<file path="src/hw/rtl/assert_macros.svh">
// assertion helpers for the rtl
`ifndef ASSERT_MACROS_SVH
`define ASSERT_MACROS_SVH

// same-cycle implication
`define ASSERT_IMPLY(lbl, clk, rst_n, ante, cons, msg) \
    lbl: assert property (@(posedge clk) disable iff (!rst_n) (ante) |-> (cons)) \
        else $error(msg);

// next-cycle implication
`define ASSERT_NEXT(lbl, clk, rst_n, ante, cons, msg) \
    lbl: assert property (@(posedge clk) disable iff (!rst_n) (ante) |=> (cons)) \
        else $error(msg);

`endif

</file>
<file path="src/hw/rtl/sse_pkg.sv">
package sse_pkg;

    localparam int MUL_W  = 35;
    localparam int PROD_W = 2 * MUL_W;

    localparam int NUM_PARTIALS = 4;
    localparam int STAGE_W      = 3;
    localparam int PH_W         = 32;
    localparam int INC_W        = 40;
    localparam int QUOT_W       = 23;
    localparam int SAMPLE_W     = 24;

    localparam logic [STAGE_W-1:0] STAGE_FADE_IN  = 3'd0;
    localparam logic [STAGE_W-1:0] STAGE_FADE_OUT = 3'd6;
    localparam logic [STAGE_W-1:0] STAGE_SILENT   = 3'd7;

    localparam logic [31:0] FIT_A     = 32'd2821167616;
    localparam logic [31:0] FIT_B     = 32'd1473799808;
    localparam logic [16:0] SAW_LEVEL = 17'd91750;
    localparam logic [14:0] TAP_GAIN  = 15'd19661;
    localparam logic [12:0] OUT_GAIN  = 13'd6554;
    localparam int          SNAP_LSB  = 21;

    localparam logic [2:0] REG_GAIN_TARGET   = 3'd0;
    localparam logic [2:0] REG_ECHO_SEND     = 3'd1;
    localparam logic [2:0] REG_ECHO_FEEDBACK = 3'd2;
    localparam logic [2:0] REG_GLIDE_STEP    = 3'd3;
    localparam logic [2:0] REG_VIB_DEPTH     = 3'd4;
    localparam logic [2:0] REG_VIB_STEP      = 3'd5;
    localparam logic [2:0] REG_BASE_INC      = 3'd6;
    localparam logic [2:0] REG_RAMP_COEFF    = 3'd7;

    function automatic logic signed [SAMPLE_W-1:0] sat24(input logic signed [28:0] x);
        logic signed [28:0] hi;
        logic signed [28:0] lo;
        hi = 29'sd8388607;
        lo = -29'sd8388608;
        if (x > hi) begin
            return 24'sh7fffff;
        end else if (x < lo) begin
            return 24'sh800000;
        end
        return x[SAMPLE_W-1:0];
    endfunction

endpackage

</file>
<file path="src/hw/rtl/sse_mul.sv">
module sse_mul
    import sse_pkg::*;
(
    input  logic                     i_clk,
    input  logic signed [MUL_W-1:0]  i_a,
    input  logic signed [MUL_W-1:0]  i_b,
    output logic signed [PROD_W-1:0] o_prod
);

    logic signed [PROD_W-1:0] r_prod;

    always_ff @(posedge i_clk) begin
        r_prod <= i_a * i_b;
    end

    assign o_prod = r_prod;

endmodule

</file>
<file path="config.mk">
export PLATFORM = sky130hd
export DESIGN_NAME = sse_mul
export DESIGN_NICKNAME = d
export VERILOG_FILES = /design/src/hw/rtl/assert_macros.svh /design/src/hw/rtl/sse_pkg.sv /design/src/hw/rtl/sse_mul.sv
export SDC_FILE = /design/constraint.sdc
export NUM_CORES = 2
export LEC_CHECK = 0
export CAP_MARGIN = 10
export CORE_UTILIZATION = 54
export CTS_CLUSTER_SIZE = 25
export DETAILED_ROUTE_END_ITERATION = 6
export DONT_BUFFER_PORTS = 1
export HOLD_SLACK_MARGIN = 0.05
export PLACE_DENSITY_LB_ADDON = 0.08
export SYNTH_ARGS = -nofsm -noshare
export SYNTH_HDL_FRONTEND = slang
export SYNTH_SLANG_ARGS = --single-unit
</file>
<file path="constraint.sdc">
create_clock -name i_clk -period 31 [get_ports i_clk]
set_input_delay 6.2 -clock i_clk [delete_from_list [all_inputs] [get_ports i_clk]]
set_output_delay 6.2 -clock i_clk [all_outputs]
set_load 0.05 [all_outputs]
</file>
==> flow_metrics.py <==
metrics = {
    "clock_network": {
        "cts_inserted_buffers": 9,
        "numClockSinks": 70,
        "cts_setup_buffers": 0,
        "ctsHoldBuffers": 0,
        "cts.root.buffer_cell": "clkbuf_16",
        "clk_pin_slew_worst_paths_ns": 0.06,
        "cts_resized": 0,
        "tritoncts": "done",
        "clock_path_buffers": 2,
        "htree_num_levels": 3,
    },
    "logic_synthesis": {
        "ys.flop_type": "dfxtp_1",
        "synthMuxAreaShare_pct": 0,
        "synth-edff-count": 0,
        "synthSimpleGateAreaFrac_pct": 15.6,
        "ys_seq_area_share_pct": 3.13,
        "synth_cell_types": 71,
        "yosys-top-cells-area": "fa_1, inv_1, and2_1",
        "synth_warnings": 0,
        "synthAdderAreaFrac_pct": 64.3,
        "synth-compound-area-share_pct": 3.35,
        "syn_area_sq_um": 44800,
        "synth_nets": 6260,
        "synth_top_family_by_area": "adder cells",
        "synth_xor_area_share_pct": 1.54,
        "netlist_instances": 4671,
        "avgSynthCellArea_sq_um": 9.60,
        "yosysTopAreaCell": "fa_1",
        "ys_seq_elements": 70,
        "yosysTopAreaCellShare_pct": 58.5,
        "synth-async-reset-ratio_pct": 0,
    },
    "place": {
        "dpl-instance-area_sq_um": 45200,
        "post-dp-hpwl_mm": 97.4,
        "place.port_buffers": 0,
        "post-place-ws_ns": 16.49,
        "globalplace.congestion": 0.899,
    },
    "sta": {
        "rsz0062_at_grt": "false",
        "finalSetupViolations": 0,
        "slew_violations": 0,
        "fin_crit_sh_pct": 45.8,
        "fin_tns_setup_ns": 0,
        "worst_slack_ns": 16.82,
        "fin_crit_ns": 14.18,
        "max_freq_mhz": 70.5,
        "worst_pin_slew_ns": 0.666,
        "hold_viol_final": 0,
        "slew_headroom_pct": 55.1,
    },
    "setup_path": {
        "worstPathArrival_ns": 14.42,
        "crit_type": "in2reg",
        "cp-end-kind": "flip-flop",
        "crit_fanout": 35,
        "crit_required_ns": 31.24,
        "startpoint_type": "input pin",
    },
    "min_path": {
        "hold_class": "in2reg",
    },
    "die": {
        "die_area_sq_um": 84200,
        "die_y_microns": 290,
        "initial_core_util_pct": 54.6,
        "rows": 105,
        "io_pins": 141,
        "core_sq_um": 82100,
        "fp.dieW_microns": 290,
    },
    "detailed_routing": {
        "drc": 0,
        "dr_total_vias": 29700,
        "drt_iter0_drc": 1395,
        "drtPass1Iterations": 5,
        "via_per_inst": 5.40,
        "wl_mm": 118,
        "wire_per_inst_microns": 21.4,
        "antenna_left": 0,
    },
    "grt": {
        "grt_max_degree": 36,
        "grt_pass1_wl_mm": 192,
        "grt_pass1_vias": 33500,
        "antenna_found_initial": 1,
        "grt_usage_pct": 29.7,
        "overflow": 0,
    },
    "final_layout": {
        "fin_util_pct": 55.3,
        "final_cell_mix": "fa_1, inv_1, and2_1, nand2_1, ha_1",
        "fin_nets": 6023,
        "final_area_sq_um": 45400,
        "regArea_sq_um": 1400,
        "area_growth_pct": 1.34,
        "fill_cells": 7545,
        "final_common_cell": "fa_1",
        "multiInputGateArea_sq_um": 38000,
        "largest_reg_flops": 70,
        "layout-drive-gt1-share_pct": 0.946,
    },
    "flow_run": {
        "drv_cap": 0,
    },
    "status": {
        "outcome": "complete, no violations",
    },
}
-- stage by stage --
stage / hold slack, ns / std cells
6_report: 5.98 / 5511
2_1_floorplan: 6.33 / 4671
3_3_place_gp: 6.33 / 5493
3_5_place_dp: 6.33 / 5493
5_1_grt: 5.98 / 5509
4_1_cts: 5.96 / 5509
-- per-layer routing --
layer | wire length, microns | track usage [%] | up-vias
li1 | - | - | 12800
met1 | 46100 | 37.8 | 16000
met2 | 62900 | 53.9 | 783
met3 | 5340 | 3.11 | 165
met4 | 3610 | 7.81 | 0
met5 | 0 | 0 | -
-- cell usage after synthesis, types with 3 or more instances --
cell type / n
nand2b_1: 15
inv_1: 1158
a21oi_1: 75
fa_1: 1311
nor2_1: 52
and3_1: 11
buf_1: 3
o211ai_1: 5
and2_1: 667
o21ai_2: 3
clkbuf_1: 230
o21ai_1: 13
a21o_1: 38
o21a_1: 9
xnor2_1: 54
nand4_1: 16
a211o_1: 3
a31oi_1: 8
and4_1: 3
xor2_1: 25
o21bai_1: 12
ha_1: 207
a211oi_1: 3
buf_4: 8
dfxtp_1: 70
nand2_1: 569
o21ai_0: 32
buf_6: 8
nand3_1: 7
nor2b_1: 5
-- layout make-up --
class                      instances  area share, %
antenna                            2         0.0110
tap                             1070           2.95
timing repair buffer               3         0.0496
clock buffer                      12          0.542
inverter                        1159           9.57
sequential                        70           3.08
clock inverter                     4         0.0716
multi-input combinational       3191           83.7
-- critical path: stages --
cell and delay (ns):
nand2_1 0.09, inv_1 0.09, fa_1 0.58, fa_1 0.56
fa_1 0.94, inv_1 0.15, fa_1 0.88, inv_1 0.42
fa_1 0.56, fa_1 0.51, fa_1 0.49, inv_1 0.05
fa_1 0.47, inv_1 0.04, ha_1 0.38, a21o_1 0.21
a21o_1 0.17, a21oi_1 0.20, o21ai_0 0.12, a221o_1 0.36
a21o_1 0.21, a31oi_1 0.31, o21a_1 0.18, o21ai_1 0.07
xor2_1 0.14
-- path summary, 6_finish.rpt --
path | start | end | slack [ns] | depth (start not counted)
max | i_a[34] | o_prod[68] | 16.82 | 25
min | i_a[0] | o_prod[0] | 5.98 | 1
-- cells by family after synthesis --
| logic type | after synthesis |
|---|---|
| compound gates | 229 |
| xor+xnor | 79 |
| fa+ha+maj | 1518 |
| buf+inv | 1410 |
| flops | 70 |
| simple gates | 1365 |
Power is left out: the tool's default activity adds up to more than one toggle a clock period on the data nets, which glitch-free logic cannot reach.
