==> config.mk <==
export PLATFORM = sky130hd
export DESIGN_NAME = sse_div
export DESIGN_NICKNAME = d
export VERILOG_FILES = /design/src/hw/rtl/assert_macros.svh /design/src/hw/rtl/sse_pkg.sv /design/src/hw/rtl/sse_div.sv
export SDC_FILE = /design/constraint.sdc
export NUM_CORES = 1
export LEC_CHECK = 0
export BUFFER_PORTS_ARGS = -buffer_cell sky130_fd_sc_hd__buf_2
export CORE_ASPECT_RATIO = 1.1
export CORE_MARGIN = 4
export CORE_UTILIZATION = 50
export DETAILED_ROUTE_END_ITERATION = 10
export GPL_TIMING_DRIVEN = 1
export PLACE_DENSITY = 0.71
export SLEW_MARGIN = 40
export SYNTH_ARGS = -nofsm -noshare
export SYNTH_HDL_FRONTEND = slang
export SYNTH_SLANG_ARGS = --single-unit
==> constraint.sdc <==
create_clock -name i_clk -period 9 [get_ports i_clk]
set_input_delay 1.8 -clock i_clk [delete_from_list [all_inputs] [get_ports i_clk]]
set_output_delay 1.8 -clock i_clk [all_outputs]
set_load 0.02 [all_outputs]
==> src/hw/rtl/assert_macros.svh <==
// assertion helpers for the rtl
`ifndef ASSERT_MACROS_SVH
`define ASSERT_MACROS_SVH

// same-cycle implication
`define ASSERT_IMPLY(lbl, clk, rst_n, ante, cons, msg) \
    lbl: assert property (@(posedge clk) disable iff (!rst_n) (ante) |-> (cons)) \
        else $error(msg);

// next-cycle implication
`define ASSERT_NEXT(lbl, clk, rst_n, ante, cons, msg) \
    lbl: assert property (@(posedge clk) disable iff (!rst_n) (ante) |=> (cons)) \
        else $error(msg);

`endif

==> src/hw/rtl/sse_pkg.sv <==
package sse_pkg;

    localparam int MUL_W  = 35;
    localparam int PROD_W = 2 * MUL_W;

    localparam int NUM_PARTIALS = 4;
    localparam int STAGE_W      = 3;
    localparam int PH_W         = 32;
    localparam int INC_W        = 40;
    localparam int QUOT_W       = 23;
    localparam int SAMPLE_W     = 24;

    localparam logic [STAGE_W-1:0] STAGE_FADE_IN  = 3'd0;
    localparam logic [STAGE_W-1:0] STAGE_FADE_OUT = 3'd6;
    localparam logic [STAGE_W-1:0] STAGE_SILENT   = 3'd7;

    localparam logic [31:0] FIT_A     = 32'd2821167616;
    localparam logic [31:0] FIT_B     = 32'd1473799808;
    localparam logic [16:0] SAW_LEVEL = 17'd91750;
    localparam logic [14:0] TAP_GAIN  = 15'd19661;
    localparam logic [12:0] OUT_GAIN  = 13'd6554;
    localparam int          SNAP_LSB  = 21;

    localparam logic [2:0] REG_GAIN_TARGET   = 3'd0;
    localparam logic [2:0] REG_ECHO_SEND     = 3'd1;
    localparam logic [2:0] REG_ECHO_FEEDBACK = 3'd2;
    localparam logic [2:0] REG_GLIDE_STEP    = 3'd3;
    localparam logic [2:0] REG_VIB_DEPTH     = 3'd4;
    localparam logic [2:0] REG_VIB_STEP      = 3'd5;
    localparam logic [2:0] REG_BASE_INC      = 3'd6;
    localparam logic [2:0] REG_RAMP_COEFF    = 3'd7;

    function automatic logic signed [SAMPLE_W-1:0] sat24(input logic signed [28:0] x);
        logic signed [28:0] hi;
        logic signed [28:0] lo;
        hi = 29'sd8388607;
        lo = -29'sd8388608;
        if (x > hi) begin
            return 24'sh7fffff;
        end else if (x < lo) begin
            return 24'sh800000;
        end
        return x[SAMPLE_W-1:0];
    endfunction

endpackage

==> src/hw/rtl/sse_div.sv <==
module sse_div
    import sse_pkg::*;
(
    input  logic              i_clk,
    input  logic              i_rst_n,
    input  logic              i_start,
    input  logic [PH_W-1:0]   i_num,
    input  logic [INC_W-1:0]  i_den,
    output logic              o_done,
    output logic [QUOT_W-1:0] o_quot
);

    // restoring division, one quotient bit per cycle; numerator is below the divisor
    logic [INC_W-1:0]  r_rem;
    logic [INC_W-1:0]  r_den;
    logic [QUOT_W-1:0] r_quot;
    logic [4:0]        r_cnt;
    logic              r_busy;
    logic              r_done;

    logic [INC_W:0]    rem2;
    logic              ge;
    logic [INC_W:0]    n_rem;

    always_comb begin
        rem2  = {r_rem, 1'b0};
        ge    = rem2 >= {1'b0, r_den};
        n_rem = ge ? rem2 - {1'b0, r_den} : rem2;
    end

    always_ff @(posedge i_clk) begin
        if (!i_rst_n) begin
            r_busy <= 1'b0;
            r_done <= 1'b0;
            r_cnt  <= '0;
        end else begin
            r_done <= 1'b0;
            if (i_start) begin
                r_busy <= 1'b1;
                r_cnt  <= 5'(QUOT_W);
                r_rem  <= INC_W'(i_num);
                r_den  <= i_den;
                r_quot <= '0;
            end else if (r_busy) begin
                r_rem  <= n_rem[INC_W-1:0];
                r_quot <= {r_quot[QUOT_W-2:0], ge};
                r_cnt  <= r_cnt - 5'd1;
                if (r_cnt == 5'd1) begin
                    r_busy <= 1'b0;
                    r_done <= 1'b1;
                end
            end
        end
    end

    assign o_done = r_done;
    assign o_quot = r_quot;

endmodule

==> out/metrics.cfg, run 1 <==
[flow_run]
max_cap_viol_count=0

[yosys]
synthFlopType=edfxtp_1
synth_area_mm2=0.00695
seq_area_frac_synth_pct=46.5
yosysUniqueCellTypes=64
ys_seq_elements=110
syn_area_per_cell_um2=11.1
synth-async-reset-ratio_pct=0
synth_edf_count=103
yosysWarnings=0
syn_nets=747
syn-instance-count=629

[drt]
first_iter_violations=378
wl_per_cell_um=16.9
ant_nets=0
drt_first_pass_iters=5
finalWirelength_um=15400
via_per_inst=5.54
drc_errors=0
vias=5033

[clock_tree]
cts.repair.resized=0
post-cts-setup-buffer-count=0
clock-sinks=110
cts_made_buffers=9
cts_root_buf=clkbuf_16
h-tree-depth=3
cts_tree=done
clk_pin_slew_ns=0.07
cts_buffer_depth=2
hold_buffers=0
clk_latency_ns=0.36

[layout]
antenna-diode-count=0
layout.nets=839
fin_util_pct=58.8
drive_gt1_share_pct=24.3
area_delta_synth_final_pct=13.5

[global_route]
grt_pass1_vias=5218
grtUsageTotal_pct=19.8
grt_overflow_total=0
grt_max_degree=80
grt_pass1_wl_um=25400
antenna_found_initial=0

[worst_setup_path]
worstPathArrival_ns=3.85
cp_max_fo=16
end_kind=flip-flop
required_ns=9.12
crit_type=flip-flop to flip-flop
slowest_stage=and2_1
critical_path.cell_chain=ha_1 -> a21o_1 -> a21oi_2 -> o21ai_2 -> a311oi_4 -> a211oi_4 -> o2111ai_4 -> and2_1 -> o21ai_0 -> mux2_2
cp-start-kind=flip-flop
cp_slowest_stage_delay_ns=0.67

[timing]
setup_viol=0
final_hold_viol_count=0
hold_ws_ns=0.567
clock_skew_ns=0.0104
worstMarginPinSlew_ns=0.747
rsz0062_at_grt=no
slew-limit-headroom_pct=49.7
min_period_over_period_pct=41.4
setup_tns_ns=0
finalCriticalPeriod_ns=3.73
drv_slew=0
fmax_ghz=0.268
setup_slack_ns=5.27

[floorplanning]
die_w_um=120
die_y_um=132
rows=44
die-area_mm2=0.0159
core_area_mm2=0.0134
io_pins=99
initial_utilization_pct=51.8

[placement]
gp_congestion=0.884
post-dp-hpwl_um=11100
pre_cts_slack_ns=4.78
portBuffers=98

[pwr]
leakage_nw=3.31
power_density_mw_per_mm2=199
ir_worst_vdd_v=0.000137

[outcome]
status=finished clean

[hold_path]
hp-class=flip-flop to flip-flop

==> placed cells by master (no fill, tap or decap), types with 8 or more instances in the layout <==
cell type and count:
a21o_1 15, a21oi_1 57, buf_2 98, clkbuf_16 9, edfxtp_1 103, ha_1 42, inv_1 55, mux2_2 26
mux2_4 18, nand2_1 37, nand3_1 21, nand4_1 8, nor2_1 25, nor2b_1 29, o21a_1 9, o21ai_0 22
xnor2_1 25, xor2_1 14
==> path summary, 6_finish.rpt <==
path	startpoint	end	slack (ns)	cells after the start
hold / removal	o_quot[4]	o_quot[5]	0.57	1
hold reg to reg	o_quot[4]	o_quot[5]	0.57	1
setup / recovery	r_rem[2]	r_rem[5]	5.27	10
setup reg to reg	r_rem[2]	r_rem[5]	5.27	10
==> power breakdown <==
group / switching (mW) / internal, mW / leakage (nW)
Combinational: 0.270 / 0.231 / 2.12
Clock: 0.184 / 0.244 / 0.149
Sequential: 0.0230 / 0.619 / 1.04
==> layer usage <==
layer / global-route usage, % / vias to the layer above / wire [µm]
li1: - / 2470 / -
met1: 25.3 / 2421 / 6730
met2: 33.1 / 113 / 7620
met3: 4.21 / 29 / 689
met4: 7.30 / 0 / 325
met5: 0 / - / 0
==> flip-flops by register name, indices dropped and copies added, names as in the netlist <==
| name | count |
|---|---|
| r_den | 40 |
| r_rem | 40 |
| o_quot | 23 |
| r_cnt | 5 |
| o_done | 1 |
| r_busy | 1 |
==> area by class of cell <==
cell class	instances	area, µm²
repair buffers	101	517
well taps	184	230
clock inverters	5	85.1
clock buffers	10	229
multi-input cells	444	3390
fillers	1182	5540
inverters	55	206
flip-flops and latches	110	3230
==> synth_stat cells (3+ instances only) <==
library cell	number	area [µm²]
nand2b_1	7	43.8
a21oi_1	57	285
mux2_2	26	293
xnor2_1	25	219
inv_1	55	206
a21o_1	15	113
nor3_1	6	30.0
nor4b_1	3	26.3
and3_1	3	18.8
buf_2	5	25.0
o211ai_1	4	30.0
dfxtp_1	7	140
nand3_1	21	105
ha_1	42	526
nor3b_1	5	37.5
nand4_1	8	50.1
clkbuf_1	11	41.3
nor2b_1	29	181
edfxtp_1	103	3090
a211oi_1	4	30.0
xor2_1	14	123
o21ai_0	22	110
o21a_1	10	75.1
a31oi_1	4	25.0
and2_1	4	25.0
mux2_4	18	270
nor2_1	25	93.8
nand2_1	37	139
o21bai_1	7	52.6
o211a_1	3	30.0
or2_2	3	18.8
o31ai_1	4	30.0
a21boi_0	3	22.5
==> worst max-delay path, delay by kind of cell, from the launching register on <==
family	cells	cell delay, ns
flip-flops	1	0.40
multiplexers	1	0.29
AO/OA/AOI/OAI	7	1.74
AND/OR/NAND/NOR	1	0.67
adder cells (fa/ha/maj)	1	0.38
==> stage by stage <==
step	cells	instance area (µm²)	total power, mW
after CTS	909	7890	1.58
after detailed placement	894	7570	1.15
after global placement	894	7570	1.14
final	909	7890	1.57
after global routing	909	7890	1.66
after floorplan	629	6950	1.05
==> kinds of logic (layout without fill, tap and decap cells) <==
logic type / Yosys count / in the layout / synth area share [%]
fa+ha+maj: 43 / 43 / 7.84
compound gates: 155 / 155 / 15.1
mux: 46 / 46 / 8.38
xor+xnor: 39 / 39 / 4.91
simple gates: 161 / 161 / 12.5
buf+inv: 75 / 171 / 4.75
flops: 110 / 110 / 46.5
(Power assumes the default switching activity.)
==> inputs of run 2 (changes only) <==
Clock period 9 ns to 3.5 ns, I/O delays scaled along.
==> run 2 against run 1 <==
Net effect:
- worst hold slack got worse by 0.056 ns
- routed wire length is 4.9% higher
- total power grew to 2.6 times the previous value
- first-iteration DRC count is 5.0% lower
- fmax rose by 11%
- utilization rose by 1.6 points
- non-clock buffer count up 23
- sequential cell count stayed put
- largest cell class unchanged
- largest power group unchanged
==> out/metrics.cfg, run 2 (synthesized netlist as in run 1, its figures left out) <==
[worst_setup_path]
cp-start-kind=flip-flop
end_kind=flip-flop
slowest_stage=edfxtp_1
rr_worst_depth=11
cp_slowest_stage_delay_ns=0.43
crit_type=flip-flop to flip-flop
worstPathArrival_ns=3.48
critical_path.cell_chain=ha_2 -> nand2_1 -> nor4b_4 -> nor4b_4 -> nand3_1 -> o31ai_4 -> a211oi_4 -> nand2_4 -> buf_12 -> mux2_4 -> mux2_2
crit_top_cell=nor4b_4
required_ns=3.61
cp_max_fo=13

[clock_tree]
clk_pin_slew_ns=0.08
cts_root_buf=clkbuf_16
cts_tree=done
clock-sinks=110
cts_buffer_depth=2
h-tree-depth=3
hold_buffers=0
clk_latency_ns=0.36
cts_made_buffers=9

[timing]
finalCriticalPeriod_ns=3.37
drv_slew=0
setup_slack_ns=0.132
min_period_over_period_pct=96.2
setup_tns_ns=0
fmax_ghz=0.297
setup_viol=0
clock_skew_ns=0.0100
final_hold_viol_count=0
rsz0062_at_grt=no
worstMarginPinSlew_ns=0.633
slew-limit-headroom_pct=57.8

[layout]
layout_common_cells=103 x edfxtp_1, 98 x buf_2, 57 x a21oi_1
area_delta_synth_final_pct=16.6
fin_area_mm2=0.00811
antenna-diode-count=0
layout_commonest_cell=edfxtp_1
fin_cells=932
drive_gt1_share_pct=27.0
layout.nets=862

[placement]
placed_cells=916
dpl-instance-area_mm2=0.00778
portBuffers=98
post-dp-hpwl_um=12300
pre_cts_slack_ns=-0.266
gp_congestion=0.944

[hold_path]
worstHoldPathCells=1
hp-class=input pin to flip-flop

[floorplanning]
die-area_mm2=0.0159
die_w_um=120
core_area_mm2=0.0134
io_pins=99
rows=44
initial_utilization_pct=51.8
die_y_um=132

[pwr]
pwr-share-comb_pct=33.8
switching_share_pct=31.3
seq_power_share_pct=40.5
leakage_nw=3.44
intPower_mw=2.80
switching_power_mw=1.28
total_power_mw=4.07
pwr-share-clk_pct=25.7
power_density_mw_per_mm2=502
ir_worst_vdd_v=0.000313

[outcome]
status=finished clean

[drt]
drt_first_pass_iters=5
finalWirelength_um=16100
via_per_inst=5.52
vias=5145
ant_nets=0
drc_errors=0
first_iter_violations=359
wl_per_cell_um=17.3

[global_route]
grt_pass1_wl_um=26000
grt_pass1_vias=5266
grt_max_degree=41
antenna_found_initial=0
grt_overflow_total=0
grtUsageTotal_pct=20.5

[flow_run]
max_cap_viol_count=0

[run 2: path summary, 6_finish.rpt]
kind,start,to,slack [ns]
worst max-delay path,r_rem[35],r_rem[16],0.13
worst min-delay path,i_den[26],r_den[26],0.51
worst max register to register,r_rem[35],r_rem[16],0.13
worst min register to register,o_quot[21],o_quot[22],0.57
[run 2: worst max-delay path: cells and delay by family (launching register included)]
kind / cells / cell delay, ns
DFF: 1 / 0.43
buffers and inverters: 1 / 0.17
AOI/OAI and AO/OA: 2 / 0.45
muxes: 2 / 0.58
adders and majority gates: 1 / 0.39
and+or+nand+nor: 5 / 1.10
[run 2: what timing repair did]
action / in CTS / in global routing
pin swaps: 0 / 1
endpoints found under the setup margin: 36 / 20
buffers inserted: 0 / 1
resized for setup: 3 / 3
[run 2: per-layer routing]
layer  vias to the layer above  track usage, %  wire (µm)
met1                      2466            26.8       7140
met2                       134            34.4       7840
met5                         -               0          0
li1                       2519               -          -
met4                         0            7.12        355
met3                        26            3.31        786
[run 2: through the flow]
stage,hold slack (ns),util [%]
after detailed placement,0.552,57.9
final,0.511,60.4
after global routing,0.502,60.4
after floorplan,0.537,-
after CTS,0.500,60.2
after global placement,0.536,57.9
[run 2: final cells by class]
class	count	area [µm²]
Fill cell	1142	5320
Sequential cell	110	3230
Clock buffer	9	225
Clock inverter	6	68.8
Tap cell	184	230
Timing Repair Buffer	124	723
Multi-Input combinational cell	444	3420
Inverter	55	206
[run 2: power by group through the flow]
stage	combinational (mW)	clock (mW)	sequential (mW)
2_1_floorplan	1.01	0	1.68
3_3_place_gp	1.33	0	1.67
3_5_place_dp	1.36	0	1.68
4_1_cts	1.37	1.07	1.65
5_1_grt	1.51	1.12	1.66
6_report	1.38	1.05	1.65
==> inputs of run 3 (changes only) <==
Settings changed: CORE_UTILIZATION 50 to 54, PLACE_DENSITY 0.71 to 0.84, SLEW_MARGIN 40 to default.
==> run 3 against run 2 <==
Net effect:
- clock skew decreased by 0.00067 ns
- combinational power hardly changed
- critical path depth unchanged
- sequential power about the same
- sequential cell count is the same
- critical path type unchanged
- critical endpoint unchanged
- highest routed layer unchanged
==> out/metrics.cfg, run 3 (synthesized netlist as in run 1, its figures left out) <==
[outcome]
status=finished clean

[pwr]
power_density_mw_per_mm2=496
ir_worst_vdd_v=0.000298
leakage_nw=3.41
total_power_mw=3.98

[placement]
post-dp-hpwl_um=11700
gp_congestion=0.926
portBuffers=98
placed_cells=888
pre_cts_slack_ns=0.131

[hold_path]
hp-class=input pin to flip-flop
worstHoldPathCells=1
worstHoldEndpoint=r_den[27]
hp-start=i_den[27]

[timing]
setup_tns_ns=0
drv_slew=0
worstMarginPinSlew_ns=0.561
setup_slack_ns=0.218
fmax_ghz=0.305
finalCriticalPeriod_ns=3.28
min_period_over_period_pct=93.8
slew-limit-headroom_pct=62.6
rsz0062_at_grt=no
setup_viol=0
final_hold_viol_count=0
clock_skew_ns=0.00933

[drt]
vias=5262
wl_per_cell_um=17.3
drc_errors=0
ant_nets=0
first_iter_violations=425
via_per_inst=5.82
finalWirelength_um=15700
drt_first_pass_iters=6

[global_route]
grtUsageTotal_pct=22.3
grt_pass1_vias=5362
antenna_found_initial=0
grt_max_degree=41
grt_overflow_total=0
grt_pass1_wl_um=26000

[worst_setup_path]
reg2reg_from=r_rem[38]
crit_type=flip-flop to flip-flop
r2r_slack_ns=0.22
worstPathArrival_ns=3.40
end_kind=flip-flop
rr_worst_depth=11
r2r_end=r_rem[16]
required_ns=3.62
cp-start-kind=flip-flop
cp_max_fo=15

[layout]
fin_util_pct=63.8
fin_cells=904
drive_gt1_share_pct=26.8
layout.nets=860
layout_commonest_cell=edfxtp_1
antenna-diode-count=0
area_delta_synth_final_pct=15.5
layout_common_cells=103 x edfxtp_1, 98 x buf_2, 57 x a21oi_1

[floorplanning]
die-area_mm2=0.0148
io_pins=99
rows=43
initial_utilization_pct=55.2
die_w_um=116
core_area_mm2=0.0126
die_y_um=127

[clock_tree]
clock-sinks=110
cts_buffer_depth=2
cts_tree=done
clk_latency_ns=0.36
cts_root_buf=clkbuf_16
h-tree-depth=3
cts_made_buffers=9
clk_pin_slew_ns=0.08

[flow_run]
max_cap_viol_count=0

==> run 3: changes by cell type in the layout (fill, tap and decap cells not counted), sizes merged <==
cell    change
clkinv      +3
buf         -2
bufinv      -1
inv         -1
==> run 3: worst max-delay path by stage <==
stage | from | to | cells past startpoint
floorplan | r_rem[22] | r_rem[17] | 11
global placement | r_rem[38] | r_rem[3] | 11
detailed placement | r_rem[38] | r_rem[16] | 11
CTS | r_rem[38] | r_rem[16] | 11
global route | r_rem[38] | r_rem[20] | 11
finish | r_rem[38] | r_rem[16] | 11
==> run 3: what timing repair did <==
action | in CTS | in global routing
hold buffers | 0 | 0
buffers inserted | 0 | 0
resized for setup | 0 | 3
endpoints found under the setup margin | 0 | 23
==> run 3: area by class of cell <==
cell class / instances / area [µm²]
clock buffers: 9 / 225
clock inverters: 7 / 48.8
fillers: 1021 / 4560
inverters: 55 / 206
multi-input cells: 444 / 3400
flip-flops and latches: 110 / 3230
well taps: 157 / 196
repair buffers: 122 / 721
==> run 3: metal layers <==
metal / up-vias / global-route usage [%] / share of wire (%) / wire length (µm)
li1: 2523 / - / - / -
met1: 2545 / 29.3 / 43 / 6680
met2: 169 / 37.3 / 50 / 7800
met3: 25 / 4.50 / 5.9 / 928
met4: 0 / 6.55 / 1.7 / 266
met5: - / 0 / 0 / 0
==> run 3: where the power goes <==
group / total (mW) / internal (mW) / switching (mW)
Sequential: 1.65 / 1.59 / 0.0595
Clock: 0.974 / 0.485 / 0.490
Combinational: 1.36 / 0.650 / 0.711
==> run 3: stage by stage <==
stage	instance area, µm²	hold slack [ns]
2_1_floorplan	6950	0.537
3_3_place_gp	7750	0.543
3_5_place_dp	7750	0.558
4_1_cts	8020	0.502
5_1_grt	8030	0.499
6_report	8030	0.510
==> run 3: critical path, cell delays in order, from the launching register on <==
cell and delay [ns]:
edfxtp_1 0.40, ha_1 0.40, nand2_1 0.13, nor4b_4 0.36
nor4b_1 0.28, nand3_1 0.13, o31ai_2 0.37, a211oi_4 0.09
nand2_4 0.10, buf_12 0.18, mux2_4 0.31, mux2_2 0.26
